$ cat src/rtl/core/assert_macros.svh
// ----------------------------------------------------------------------------
// assert_macros.svh
// concurrent assertion shorthands for the rtl, clocked on clk, off in reset
// ----------------------------------------------------------------------------
`ifndef ASSERT_MACROS_SVH
`define ASSERT_MACROS_SVH

// same-cycle implication
`define BMV_ASSERT_IMP(lbl, ante, cons, msg) \
  lbl: assert property (@(posedge clk) disable iff (!rst_n) (ante) |-> (cons)) \
    else $error(msg);

// next-cycle implication
`define BMV_ASSERT_NXT(lbl, ante, cons, msg) \
  lbl: assert property (@(posedge clk) disable iff (!rst_n) (ante) |=> (cons)) \
    else $error(msg);

`endif

$ cat src/rtl/core/bmvt_pkg.sv
// ----------------------------------------------------------------------------
// bmvt_pkg
// types, constants and code points of the beam multiplicity veto trigger
// ----------------------------------------------------------------------------
package bmvt_pkg;

  localparam int NUM_SEGMENTS = 15;
  localparam int NUM_TILES    = 34;

  localparam int SEG_IDX_W  = (NUM_SEGMENTS > 1) ? $clog2(NUM_SEGMENTS) : 1;
  localparam int TILE_IDX_W = $clog2(NUM_TILES);
  localparam int MULT_CNT_W = $clog2(NUM_TILES + 1);

  localparam int SUM_W = 20;
  localparam logic [SUM_W-1:0] SUM_MAX = {SUM_W{1'b1}};

  localparam int CFG_IDX_W  = 3;
  localparam int CFG_DATA_W = 34;
  localparam int SEG_CFG_W  = 4;
  localparam int MASK_W     = 34;
  localparam int MULT_W     = 6;

  // segment index against the beam range registers
  localparam int SEG_CFG_CMP_W = SEG_IDX_W + SEG_CFG_W;

  // segment geometry in 1/16 mm: pitch 224 = 7 * 32
  localparam int X_CENTER        = -160;
  localparam int SEG_PITCH       = 224;
  localparam int HALF_SPAN       = NUM_SEGMENTS * (SEG_PITCH / 2);
  localparam int FULL_SPAN       = 2 * HALF_SPAN;
  localparam int X_OFFSET        = HALF_SPAN - X_CENTER;
  localparam int SEG_SHIFT       = 5;
  localparam int SEG_RECIP       = 293;
  localparam int SEG_RECIP_SHIFT = 11;
  localparam int POS_W           = 18;
  localparam int SPAN_W          = $clog2(FULL_SPAN);
  localparam int COARSE_W        = SPAN_W - SEG_SHIFT;
  localparam int RECIP_W         = 9;
  localparam int PROD_W          = COARSE_W + RECIP_W;
  localparam int QUOT_W          = PROD_W - SEG_RECIP_SHIFT;

  // tiles of the adjacent-pair vetoes
  localparam int VETO_T19 = 19;
  localparam int VETO_T20 = 20;
  localparam int VETO_T21 = 21;
  localparam int VETO_T22 = 22;
  localparam int VETO_T23 = 23;
  localparam int VETO_T24 = 24;

  localparam logic [MASK_W-1:0] LOW_GROUP_A_MASK = MASK_W'(34'h0_0000_001E);
  localparam logic [MASK_W-1:0] LOW_GROUP_B_MASK = MASK_W'(34'h0_0000_003F);
  localparam logic [MASK_W-1:0] MULT_EXCL_RESET  = MASK_W'(34'h0_0000_001E);

  localparam logic [SEG_CFG_W-1:0] BEAM_SEG_LOW_RESET  = SEG_CFG_W'(4);
  localparam logic [SEG_CFG_W-1:0] BEAM_SEG_HIGH_RESET = SEG_CFG_W'(10);
  localparam logic [SUM_W-1:0]     BEAM_THR_RESET      = SUM_W'(100);
  localparam logic [SUM_W-1:0]     TILE_THR_RESET      = SUM_W'(200);

  typedef enum logic [1:0] {
    OP_BEAM_HIT  = 2'd0,
    OP_TILE_HIT  = 2'd1,
    OP_EVENT_END = 2'd2
  } opcode_t;

  typedef enum logic [CFG_IDX_W-1:0] {
    CFG_BEAM_SEG_LOW  = 3'd0,
    CFG_BEAM_SEG_HIGH = 3'd1,
    CFG_BEAM_THR      = 3'd2,
    CFG_TILE_THR      = 3'd3,
    CFG_FULL_EXCL     = 3'd4,
    CFG_MULT_EXCL     = 3'd5
  } cfg_index_t;

  typedef struct packed {
    opcode_t            opcode;
    logic signed [15:0] position_x;
    logic [5:0]         tile_id;
    logic [15:0]        hit_energy;
  } in_item_t;

  typedef struct packed {
    logic              beam_ok;
    logic [MULT_W-1:0] multiplicity;
    logic              trig_first;
    logic              trig_tight;
    logic              trig_fit;
    logic              trig_wide;
    logic              trig_ultra;
    logic              low_group_a;
    logic              low_group_b;
    logic [MASK_W-1:0] valid_tiles;
  } out_item_t;

endpackage

$ cat src/rtl/core/beam_multiplicity_veto_trigger_unit.sv
// ----------------------------------------------------------------------------
// beam_multiplicity_veto_trigger_unit
// per-event beam segment and tile energy sums, thresholds, multiplicity and
// adjacent-pair vetoes
// ----------------------------------------------------------------------------
// One hit or end-of-event transaction is taken every clock. A transaction is
// registered on entry and handled in the following cycle: hits add into the
// saturating per-channel sums, an end-of-event transaction thresholds all sums
// in parallel, loads the result register and clears the event; the result is
// held in the result register until the output side takes it. Only an
// end-of-event transaction can stall the input, and only while the result
// register still holds an earlier result that the output side has not taken.
// Configuration writes take effect at the next clock and must be made while no
// transaction is in flight; the masks and thresholds are sampled at event end.
`include "assert_macros.svh"

module beam_multiplicity_veto_trigger_unit (
  input  logic                                 clk,
  input  logic                                 rst_n,
  input  logic                                 in_valid,
  output logic                                 in_stall,
  input  bmvt_pkg::in_item_t                   in_data,
  output logic                                 out_valid,
  input  logic                                 out_stall,
  output bmvt_pkg::out_item_t                  out_data,
  input  logic                                 cfg_we,
  input  logic [bmvt_pkg::CFG_IDX_W-1:0]       cfg_index,
  input  logic [bmvt_pkg::CFG_DATA_W-1:0]      cfg_data
);

  // configuration
  logic [bmvt_pkg::SEG_CFG_W-1:0] seg_low_r, seg_high_r;
  logic [bmvt_pkg::SUM_W-1:0]     beam_thr_r, tile_thr_r;
  logic [bmvt_pkg::MASK_W-1:0]    full_excl_r, mult_excl_r;

  // input register
  logic                 s1_valid_r;
  bmvt_pkg::in_item_t   s1_r;
  logic                 s1_adv;
  logic                 s1_is_end;
  logic                 out_free;

  // event sums
  logic [bmvt_pkg::SUM_W-1:0]        seg_sum_r  [bmvt_pkg::NUM_SEGMENTS];
  logic [bmvt_pkg::SUM_W-1:0]        tile_sum_r [bmvt_pkg::NUM_TILES];
  logic [bmvt_pkg::NUM_SEGMENTS-1:0] seg_seen_r;
  logic [bmvt_pkg::NUM_TILES-1:0]    tile_seen_r;

  // beam hit position to segment
  logic signed [bmvt_pkg::POS_W-1:0]  pos_u;
  logic                               seg_in_range;
  logic [bmvt_pkg::COARSE_W-1:0]      seg_coarse;
  logic [bmvt_pkg::PROD_W-1:0]        seg_prod;
  logic [bmvt_pkg::QUOT_W-1:0]        seg_quot;
  logic [bmvt_pkg::SEG_IDX_W-1:0]     seg_idx;
  logic [bmvt_pkg::SUM_W-1:0]         seg_base;
  logic [bmvt_pkg::SUM_W:0]           seg_add;
  logic [bmvt_pkg::SUM_W-1:0]         seg_sum_nxt;
  logic                               seg_wr;

  // tile hit
  logic                               tile_in_range;
  logic [bmvt_pkg::TILE_IDX_W-1:0]    tile_idx;
  logic [bmvt_pkg::SUM_W-1:0]         tile_base;
  logic [bmvt_pkg::SUM_W:0]           tile_add;
  logic [bmvt_pkg::SUM_W-1:0]         tile_sum_nxt;
  logic                               tile_wr;

  // event end
  logic                               beam_ok;
  logic [bmvt_pkg::NUM_TILES-1:0]     tile_over;
  logic [bmvt_pkg::MASK_W-1:0]        valid_tiles;
  logic [bmvt_pkg::MASK_W-1:0]        mult_tiles;
  logic [bmvt_pkg::MULT_CNT_W-1:0]    mult_cnt;
  logic [bmvt_pkg::MULT_W-1:0]        mult_sat;
  logic                               trig_first;
  logic                               pair_tight, pair_fit, pair_wide, pair_ultra;
  bmvt_pkg::out_item_t                result_nxt;

  // output register
  logic                 out_valid_r;
  bmvt_pkg::out_item_t  out_data_r;

  // handshake
  assign s1_is_end = (s1_r.opcode == bmvt_pkg::OP_EVENT_END);
  assign out_free  = !out_valid_r || !out_stall;
  assign s1_adv    = s1_valid_r && (!s1_is_end || out_free);
  assign in_stall  = s1_valid_r && !s1_adv;
  assign out_valid = out_valid_r;
  assign out_data  = out_data_r;

  // configuration writes
  always_ff @(posedge clk) begin
    if (!rst_n) begin
      seg_low_r   <= bmvt_pkg::BEAM_SEG_LOW_RESET;
      seg_high_r  <= bmvt_pkg::BEAM_SEG_HIGH_RESET;
      beam_thr_r  <= bmvt_pkg::BEAM_THR_RESET;
      tile_thr_r  <= bmvt_pkg::TILE_THR_RESET;
      full_excl_r <= '0;
      mult_excl_r <= bmvt_pkg::MULT_EXCL_RESET;
    end else if (cfg_we) begin
      case (cfg_index)
        bmvt_pkg::CFG_BEAM_SEG_LOW:  seg_low_r   <= cfg_data[bmvt_pkg::SEG_CFG_W-1:0];
        bmvt_pkg::CFG_BEAM_SEG_HIGH: seg_high_r  <= cfg_data[bmvt_pkg::SEG_CFG_W-1:0];
        bmvt_pkg::CFG_BEAM_THR:      beam_thr_r  <= cfg_data[bmvt_pkg::SUM_W-1:0];
        bmvt_pkg::CFG_TILE_THR:      tile_thr_r  <= cfg_data[bmvt_pkg::SUM_W-1:0];
        bmvt_pkg::CFG_FULL_EXCL:     full_excl_r <= cfg_data[bmvt_pkg::MASK_W-1:0];
        bmvt_pkg::CFG_MULT_EXCL:     mult_excl_r <= cfg_data[bmvt_pkg::MASK_W-1:0];
        default: ;
      endcase
    end
  end

  // input register
  always_ff @(posedge clk) begin
    if (!rst_n) begin
      s1_valid_r <= 1'b0;
    end else if (in_valid && !in_stall) begin
      s1_valid_r <= 1'b1;
    end else if (s1_adv) begin
      s1_valid_r <= 1'b0;
    end
  end

  always_ff @(posedge clk) begin
    if (in_valid && !in_stall) begin
      s1_r <= in_data;
    end
  end

  // beam hit: segment = (x - center + half span) / pitch
  always_comb begin
    pos_u = {{(bmvt_pkg::POS_W-16){s1_r.position_x[15]}}, s1_r.position_x}
            + bmvt_pkg::POS_W'(bmvt_pkg::X_OFFSET);
    seg_in_range = !pos_u[bmvt_pkg::POS_W-1]
                   && (pos_u < bmvt_pkg::POS_W'(bmvt_pkg::FULL_SPAN));
    seg_coarse   = pos_u[bmvt_pkg::SPAN_W-1:bmvt_pkg::SEG_SHIFT];
    seg_prod     = bmvt_pkg::PROD_W'(seg_coarse)
                   * bmvt_pkg::PROD_W'(bmvt_pkg::SEG_RECIP);
    seg_quot     = seg_prod[bmvt_pkg::PROD_W-1:bmvt_pkg::SEG_RECIP_SHIFT];
    if (seg_quot >= bmvt_pkg::QUOT_W'(bmvt_pkg::NUM_SEGMENTS)) begin
      seg_idx = bmvt_pkg::SEG_IDX_W'(bmvt_pkg::NUM_SEGMENTS - 1);
    end else begin
      seg_idx = seg_quot[bmvt_pkg::SEG_IDX_W-1:0];
    end
    seg_base    = seg_seen_r[seg_idx] ? seg_sum_r[seg_idx] : '0;
    seg_add     = {1'b0, seg_base} + (bmvt_pkg::SUM_W + 1)'(s1_r.hit_energy);
    seg_sum_nxt = seg_add[bmvt_pkg::SUM_W] ? bmvt_pkg::SUM_MAX
                                            : seg_add[bmvt_pkg::SUM_W-1:0];
    seg_wr      = s1_adv && (s1_r.opcode == bmvt_pkg::OP_BEAM_HIT) && seg_in_range;
  end

  // tile hit
  always_comb begin
    tile_in_range = ({1'b0, s1_r.tile_id} < 7'(bmvt_pkg::NUM_TILES));
    tile_idx      = bmvt_pkg::TILE_IDX_W'(s1_r.tile_id);
    tile_base     = tile_seen_r[tile_idx] ? tile_sum_r[tile_idx] : '0;
    tile_add      = {1'b0, tile_base} + (bmvt_pkg::SUM_W + 1)'(s1_r.hit_energy);
    tile_sum_nxt  = tile_add[bmvt_pkg::SUM_W] ? bmvt_pkg::SUM_MAX
                                               : tile_add[bmvt_pkg::SUM_W-1:0];
    tile_wr       = s1_adv && (s1_r.opcode == bmvt_pkg::OP_TILE_HIT) && tile_in_range;
  end

  // sums, with a seen bit standing for the per-event clear
  always_ff @(posedge clk) begin
    if (seg_wr) begin
      seg_sum_r[seg_idx] <= seg_sum_nxt;
    end
    if (tile_wr) begin
      tile_sum_r[tile_idx] <= tile_sum_nxt;
    end
  end

  always_ff @(posedge clk) begin
    if (!rst_n) begin
      seg_seen_r  <= '0;
      tile_seen_r <= '0;
    end else if (s1_adv && s1_is_end) begin
      seg_seen_r  <= '0;
      tile_seen_r <= '0;
    end else begin
      if (seg_wr) begin
        seg_seen_r[seg_idx] <= 1'b1;
      end
      if (tile_wr) begin
        tile_seen_r[tile_idx] <= 1'b1;
      end
    end
  end

  // event end evaluation
  always_comb begin
    beam_ok = 1'b0;
    for (int i = 0; i < bmvt_pkg::NUM_SEGMENTS; i++) begin
      if (seg_seen_r[i] && (seg_sum_r[i] >= beam_thr_r)
          && (bmvt_pkg::SEG_CFG_CMP_W'(i) >= bmvt_pkg::SEG_CFG_CMP_W'(seg_low_r))
          && (bmvt_pkg::SEG_CFG_CMP_W'(i) <= bmvt_pkg::SEG_CFG_CMP_W'(seg_high_r))) begin
        beam_ok = 1'b1;
      end
    end
    for (int i = 0; i < bmvt_pkg::NUM_TILES; i++) begin
      tile_over[i] = tile_seen_r[i] && (tile_sum_r[i] >= tile_thr_r);
    end
    valid_tiles = bmvt_pkg::MASK_W'(tile_over) & ~full_excl_r;
    mult_tiles  = valid_tiles & ~mult_excl_r;
    mult_cnt    = '0;
    for (int i = 0; i < bmvt_pkg::MASK_W; i++) begin
      mult_cnt = mult_cnt + bmvt_pkg::MULT_CNT_W'(mult_tiles[i]);
    end
    if (mult_cnt > bmvt_pkg::MULT_CNT_W'({bmvt_pkg::MULT_W{1'b1}})) begin
      mult_sat = {bmvt_pkg::MULT_W{1'b1}};
    end else begin
      mult_sat = bmvt_pkg::MULT_W'(mult_cnt);
    end
    trig_first = beam_ok && (mult_sat >= bmvt_pkg::MULT_W'(2));
    pair_tight = (valid_tiles[bmvt_pkg::VETO_T20] && valid_tiles[bmvt_pkg::VETO_T21])
                 || (valid_tiles[bmvt_pkg::VETO_T21] && valid_tiles[bmvt_pkg::VETO_T22]);
    pair_fit   = pair_tight
                 || (valid_tiles[bmvt_pkg::VETO_T22] && valid_tiles[bmvt_pkg::VETO_T23]);
    pair_wide  = pair_fit
                 || (valid_tiles[bmvt_pkg::VETO_T19] && valid_tiles[bmvt_pkg::VETO_T20]);
    pair_ultra = pair_wide
                 || (valid_tiles[bmvt_pkg::VETO_T23] && valid_tiles[bmvt_pkg::VETO_T24]);

    result_nxt.beam_ok      = beam_ok;
    result_nxt.multiplicity = mult_sat;
    result_nxt.trig_first   = trig_first;
    result_nxt.trig_tight   = trig_first && !pair_tight;
    result_nxt.trig_fit     = trig_first && !pair_fit;
    result_nxt.trig_wide    = trig_first && !pair_wide;
    result_nxt.trig_ultra   = trig_first && !pair_ultra;
    result_nxt.low_group_a  = trig_first && |(valid_tiles & bmvt_pkg::LOW_GROUP_A_MASK);
    result_nxt.low_group_b  = trig_first && |(valid_tiles & bmvt_pkg::LOW_GROUP_B_MASK);
    result_nxt.valid_tiles  = valid_tiles;
  end

  // result register
  always_ff @(posedge clk) begin
    if (!rst_n) begin
      out_valid_r <= 1'b0;
    end else if (s1_adv && s1_is_end) begin
      out_valid_r <= 1'b1;
    end else if (!out_stall) begin
      out_valid_r <= 1'b0;
    end
  end

  always_ff @(posedge clk) begin
    if (s1_adv && s1_is_end) begin
      out_data_r <= result_nxt;
    end
  end

  `BMV_ASSERT_NXT(a_event_clears, s1_adv && s1_is_end, (seg_seen_r == '0) && (tile_seen_r == '0), "sums not cleared after event end")
  `BMV_ASSERT_NXT(a_event_result, s1_adv && s1_is_end, out_valid_r, "event end gave no result")
  `BMV_ASSERT_IMP(a_veto_order, out_valid_r && out_data_r.trig_ultra, out_data_r.trig_wide && out_data_r.trig_fit && out_data_r.trig_tight, "veto levels not nested")
  `BMV_ASSERT_IMP(a_no_overwrite, out_valid_r && out_stall, !(s1_adv && s1_is_end), "held result overwritten")

endmodule

$ cat config.mk
export PLATFORM = sky130hd
export DESIGN_NAME = beam_multiplicity_veto_trigger_unit
export DESIGN_NICKNAME = d
export VERILOG_FILES = /design/src/rtl/core/bmvt_pkg.sv /design/src/rtl/core/beam_multiplicity_veto_trigger_unit.sv
export VERILOG_INCLUDE_DIRS = /design/src /design/src/rtl/core
export SDC_FILE = /design/constraint.sdc
export NUM_CORES = 2
export LEC_CHECK = 0
export ABC_CLOCK_PERIOD_IN_PS = 10300
export CAP_MARGIN = 20
export CORE_ASPECT_RATIO = 1.2
export CORE_MARGIN = 2
export CORE_UTILIZATION = 62
export CTS_CLUSTER_SIZE = 8
export DETAILED_ROUTE_END_ITERATION = 8
export DONT_BUFFER_PORTS = 1
export GPL_TIMING_DRIVEN = 0
export PLACE_DENSITY = 0.89
export SLEW_MARGIN = 20
export SYNTH_ARGS = -nofsm -noshare
export SYNTH_HDL_FRONTEND = slang
export SYNTH_SLANG_ARGS = --single-unit
export TNS_END_PERCENT = 1
$ cat constraint.sdc
create_clock -name clk -period 10.3 [get_ports clk]
set_input_delay 1.545 -clock clk [delete_from_list [all_inputs] [get_ports clk]]
set_output_delay 1.545 -clock clk [all_outputs]
set_load 0.01 [all_outputs]
# Word level (Yosys, flattened, before mapping)
# Memories as Yosys holds them, arrays and structs flattened. A register that Yosys moved wholly into a read port is not among the register bits.
# Cells that the tools add are included.
dict set report word_totals {
  ff_bits 255
  ram_bits 980
  input_bits 82
  n_memories 2
}
# name words width rd rd_clocked_by_memory_dff wr line
set mem_list {}
lappend mem_list {tile_sum_r 34 20 35 1 1 beam_multiplicity_veto_trigger_unit.sv:45} ;# logic [bmvt_pkg::SUM_W-1:0] tile_sum_r [bmvt_pkg::NUM_TILES];
lappend mem_list {seg_sum_r 15 20 16 0 1 beam_multiplicity_veto_trigger_unit.sv:44} ;# logic [bmvt_pkg::SUM_W-1:0] seg_sum_r [bmvt_pkg::NUM_SEGMENTS];
dict set report op_classes {
  addsub 36
  mul 1
  magnitude_cmp 87
  eq_ne 8
  muxes 38
  bitwise_logic 7
  n_reduce_logical 129
}
# op n
set op_table {}
lappend op_table {{>= comparator 20 bit} 49}
lappend op_table {{adder 6 x 1 -> 6 bit} 28}
lappend op_table {{logical AND 1 bit} 101}
lappend op_table {{two-way mux 20 bit} 4}
lappend op_table {{bitwise AND 34 bit} 2}
lappend op_table {{NOT 34 bit} 2}
lappend op_table {{adder 20 x 16 -> 21 bit} 2}
lappend op_table {{OR 34 bit} 1}
lappend op_table {{>= comparator 4 bit, first input constant} 7}
lappend op_table {{less-or-equal comparator 4 bit, first input constant} 7}
lappend op_table {{two-way mux 1 bit} 27}
lappend op_table {{adder 16 x 12 -> 17 bit, second input constant} 1}
lappend op_table {{< comparator 17 x 13 -> 1 bit, second input constant} 1}
lappend op_table {{>= comparator 3 x 4 -> 1 bit, first input constant} 4}
lappend op_table {{less-or-equal comparator 3 x 4 -> 1 bit, first input constant} 4}
lappend op_table {{multiplier 7 x 9 -> 16 bit, second input constant} 1}
lappend op_table {{OR 15 bit} 1}
lappend op_table {{two-way mux 6 bit} 2}
lappend op_table {{AND reduction 2 bit} 6}
lappend op_table {{logical NOT 1 bit} 10}
lappend op_table {{>= comparator 1 x 4 -> 1 bit, first input constant} 2}
lappend op_table {{>= comparator 2 x 4 -> 1 bit, first input constant} 2}
lappend op_table {{less-or-equal comparator 2 x 4 -> 1 bit, first input constant} 2}
lappend op_table {{< comparator 6 x 7 -> 1 bit, second input constant} 1}
lappend op_table {{32 further kinds} 39}

# Longest topological paths before layout
dict set report logic_depth {
  ltp_word 42
  mapped_depth 41
  depth_no_buf 36
}

# Worst setup path after synthesis
# No wires, ideal clock.
dict set report synth_timing {
  kind {reg2reg}
  start {register s1_r[29] (netlist bit)}
  end {memory seg_sum_r[0][19] (netlist bit), data pin}
  setup_time_ns 0.290
  arrival_time_ns 7.883
  required_time_ns 10.010
  setup_slack_ns 2.127
  path_stages_with_launch 40
  path_buffers 4
  path_cell_list {edfxtp_1 > nand2_1 > o21ai_0 > xor2_1 > ha_1 > inv_1 > fa_1 > inv_1 > ha_1 > inv_1 > fa_1 > inv_1 > ha_1 > a21oi_1 > a21oi_1 > a31o_1 > or3_1 > buf_2 > [... 4 more ...] > buf_1 > o22ai_1 > a31oi_1 > o22ai_1 > nor2_1 > ha_1 > a21o_1 > a21oi_1 > nor2b_1 > o21a_1 > o41ai_1 > o211ai_1 > and3_1 > o21ai_0 > a21boi_0 > nor2_1 > nor2_1 > mux2i_1}
}
dict set report synth_via {
  elab_chain_cells 9
  elab_cells_between_ends 10
  cone_classes {add/sub (2); mul (1); order compare (1); mux (5); memory (1)}
}
# item line
set synth_lines {}
lappend synth_lines {{from (decl)} beam_multiplicity_veto_trigger_unit.sv:38} ;# bmvt_pkg::in_item_t s1_r;
lappend synth_lines {{from (signal assigned)} beam_multiplicity_veto_trigger_unit.sv:127} ;# s1_r <= in_data;
lappend synth_lines {{adder 16 x 12 -> 17 bit *} beam_multiplicity_veto_trigger_unit.sv:134} ;# + bmvt_pkg::POS_W'(bmvt_pkg::X_OFFSET);
lappend synth_lines {{multiplier 7 x 9 -> 16 bit *} beam_multiplicity_veto_trigger_unit.sv:139} ;# * bmvt_pkg::PROD_W'(bmvt_pkg::SEG_RECIP);
lappend synth_lines {{>= comparator 5 x 4 -> 1 bit} beam_multiplicity_veto_trigger_unit.sv:141} ;# if (seg_quot >= bmvt_pkg::QUOT_W'(bmvt_pkg::NUM_SEGMENTS)) begin
lappend synth_lines {{two-way mux 4 bit *} beam_multiplicity_veto_trigger_unit.sv:141}
lappend synth_lines {{binary-select mux 1 bit (select 4 bit)} beam_multiplicity_veto_trigger_unit.sv:146} ;# seg_base = seg_seen_r[seg_idx] ? seg_sum_r[seg_idx] : '0;
lappend synth_lines {{two-way mux 1 bit (not written as such)} beam_multiplicity_veto_trigger_unit.sv:146}
lappend synth_lines {{two-way mux 20 bit *} beam_multiplicity_veto_trigger_unit.sv:146}
lappend synth_lines {{adder 20 x 16 -> 21 bit *} beam_multiplicity_veto_trigger_unit.sv:147} ;# seg_add = {1'b0, seg_base} + (bmvt_pkg::SUM_W + 1)'(s1_r.hit_energy);
lappend synth_lines {{two-way mux 20 bit *} beam_multiplicity_veto_trigger_unit.sv:148} ;# seg_sum_nxt = seg_add[bmvt_pkg::SUM_W] ? bmvt_pkg::SUM_MAX
lappend synth_lines {{via seg_sum_nxt (one bit)} beam_multiplicity_veto_trigger_unit.sv:58} ;# logic [bmvt_pkg::SUM_W-1:0] seg_sum_nxt;
lappend synth_lines {{to (decl)} beam_multiplicity_veto_trigger_unit.sv:44}
# The timed path passes the listed nets; every way through them passes the cells marked *. The select of a mux whose other input is x is not followed.

==> flow_summary.ini <==
[sta]
finClkSkew_ns = 0.0546
rsz0062_at_grt = true
finalHoldViolations = 0
slew_viol_final = 0
period_share = 0.999
layout_min_cycle_time_ns = 10.28
slew_headroom = 0.139
setup_viol = 0
fmax_mhz = 97.2
setup_tns_ns = 0
worst_pin_slew_ns = 1.27
timing.final.ws_setup_ns = 0.0154

[yosys]
synthCells = 6422
synth_top_area_cell = edfxtp_1
synth_top_area_share = 0.532
netlist-cell-type-count = 98
yosysSeqAreaShare = 0.568
yosys-top-cells-area = edfxtp_1, ha_1, mux4_2, dfxtp_1, a21o_1
synthArstFlopShare = 0
yosys_register_bits = 1838
synth_top_flop_cell = edfxtp_1
avgSynthCellArea_um2 = 14.6
synth_edf_count = 1665
ys_warn_count = 0
synth_area_mm2 = 0.0940

[route]
wl_um = 312000
dr_wl_met3_um = 34900
vias = 65600
drt-wirelength-per-cell_um = 33.0
drtIter0Drc = 9026
wl_met2_um = 147000
ant_nets = 0
top_layer_used = met5
drc_errors = 1
dr.pass1.iters = 9
wl_met1_um = 94700
vias_per_cell = 6.94

[die]
coreArea_mm2 = 0.151
die_area_mm2 = 0.155
die_x_um = 360
start_util = 0.624
io_pins = 132
die_y_um = 431
rows = 156

[power]
p_total_w = 0.0239
p_per_area_mw_per_mm2 = 220
irDropWorstVdd_mv = 0.306
p_leak_nw = 40.9

[final_layout]
area_growth_pct = 15.5
final_cell_mix = edfxtp_1, ha_1, conb_1, nand2_1, mux4_2
fin_cells = 9458
layout_commonest_cell = edfxtp_1
final_cell_area_mm2 = 0.109
drive_gt1_frac = 0.138
fin_nets = 8545

[setup_path]
worstPathRequired_ns = 10.89
start_kind = flip-flop
criticalPathCategory = reg2reg
endpoint_kind = flip-flop
ff2ff_path_depth = 24
crit_arrival_ns = 10.88
path_max_fanout = 64

[place]
hpwl_um = 219000
dp.cells = 9064
place_congestion = 1.04
dpl-instance-area_mm2 = 0.101
pre_cts_ws_ns = -1.71
portBuffers = 0

[grt]
grt_pass1_wl_um = 451000
grt_pass1_vias = 68300
grt_max_degree = 65
grtUsageTotal = 0.405
antenna_found_initial = 26
overflow = 0

[clock_tree]
cts-htree-levels = 5
clk_path_buf_depth = 4
cts.clk_slew.worst_paths_ns = 0.05
clock-sinks = 1838
cts_root_buf = clkbuf_16
cts_hold_buf = 0
cts_tree = done
insertion_delay_ns = 0.93
numCtsBuffers = 280

[run_status]
violations = design-rule violations
status = finished, violations left

[worst_hold_path]
hold_class = reg2reg
timing.hold.worst_path_depth = 2

[run]
cap_violations = 0
==> synthesized netlist by cell type, types with 22 or more instances <==
cell and n:
edfxtp_1 1665, ha_1 1054, nand2_1 477, mux4_2 424, a21o_1 318, nor2_1 291, a21oi_1 233, dfxtp_1 173
inv_1 173, o21ai_0 164, nand2b_1 163, clkbuf_1 146, nor2b_1 115, a21boi_0 103, nand3_1 87, a31oi_1 76
o22ai_1 70, nand4_1 67, buf_1 43, a211oi_1 42, nor3_1 40, o21a_1 36, fa_1 31, o211ai_1 28
o221ai_1 26, a2111oi_0 25, xnor2_1 25, o2111ai_1 22
==> cells by family after synthesis <==
| logic type | synth area share |
|---|---|
| AOI/OAI and AO/OA | 0.0907 |
| and+or+nand+nor | 0.0707 |
| other | 0.0000399 |
| muxes | 0.104 |
| DFF | 0.568 |
| buffers and inverters | 0.0157 |
| adders and majority gates | 0.147 |
| xor gates and xnor gates | 0.00353 |
==> routing by layer <==
metal | vias to the layer above | track usage
li1 | 26700 | -
met1 | 32000 | 0.426
met2 | 5121 | 0.653
met3 | 1776 | 0.121
met4 | 26 | 0.377
met5 | - | 0.00342
==> critical path, cell delays in order (launching register included) <==
cell and delay [ns]:
dfxtp_1 0.31, clkbuf_1 0.19, buf_2 0.47, buf_2 0.64, clkbuf_1 0.66, clkbuf_2 0.72, mux4_2 0.61, mux4_2 0.51
mux4_2 0.56, nor2b_1 0.17, ha_1 0.35, nor2b_1 0.30, o21ai_0 0.16, a21boi_0 0.48, o21ai_0 0.20, a21oi_1 0.42
o2111ai_1 0.26, a31oi_1 0.28, a311oi_1 0.18, o21ai_1 0.18, buf_4 0.23, nor3b_2 0.23, buf_4 0.25, clkbuf_1 0.70
nand2b_4 0.79
==> path summary, 6_finish.rpt <==
check                                            startpoint                            to  slack [ns]
worst min register to register  mult_excl_r[7]$_SDFFE_PN0P_   mult_excl_r[7]$_SDFFE_PN0P_        0.46
worst max-delay path                              flip-flop  tile_sum_r[56][16]$_DFFE_PP_        0.02
worst max register to register                    flip-flop  tile_sum_r[56][16]$_DFFE_PP_        0.02
worst min-delay path            mult_excl_r[7]$_SDFFE_PN0P_   mult_excl_r[7]$_SDFFE_PN0P_        0.46
==> cell type report <==
class,count,area [um2]
Tap cell,1975,2470
Fill cell,8982,42000
Multi-Input combinational cell,4800,42100
Antenna cell,16,40.0
Sequential cell,1838,53500
Buffer,208,887
Clock buffer,362,7460
Clock inverter,9,91.3
Inverter,174,654
Timing Repair Buffer,76,1450
==> metrics by stage <==
step,util,hold slack (ns)
after floorplan,-,0.432
final,0.721,0.461
after CTS,0.719,0.461
after detailed placement,0.668,0.454
after global placement,0.655,0.445
after global routing,0.721,0.479
==> repair_timing <==
item	4_1_cts	5_1_grt
gates resized for setup	38	54
buffers inserted	1	3
pin swaps	0	2
setup endpoints to repair	301	931
==> report_power, final <==
part	internal [W]	total, W	leakage, nW	switching (W)
logic	0.00160	0.00614	20.3	0.00453
clock network	0.00500	0.00817	3.67	0.00317
registers	0.00945	0.00957	17.0	0.000111
==> registers in the layout, indices dropped and copies added (netlist names), named ones only <==
name	count
tile_seen_r	34
s1_valid_r	1
full_excl_r	34
s1_r	30
tile_thr_r	20
seg_high_r	4
seg_sum_r	301
beam_thr_r	20
out_valid	1
out_data	48
tile_idx	6
seg_seen_r	15
mult_excl_r	34
tile_sum_r	1280
seg_low_r	4
No activity file was read; power rests on OpenSTA's default activity.
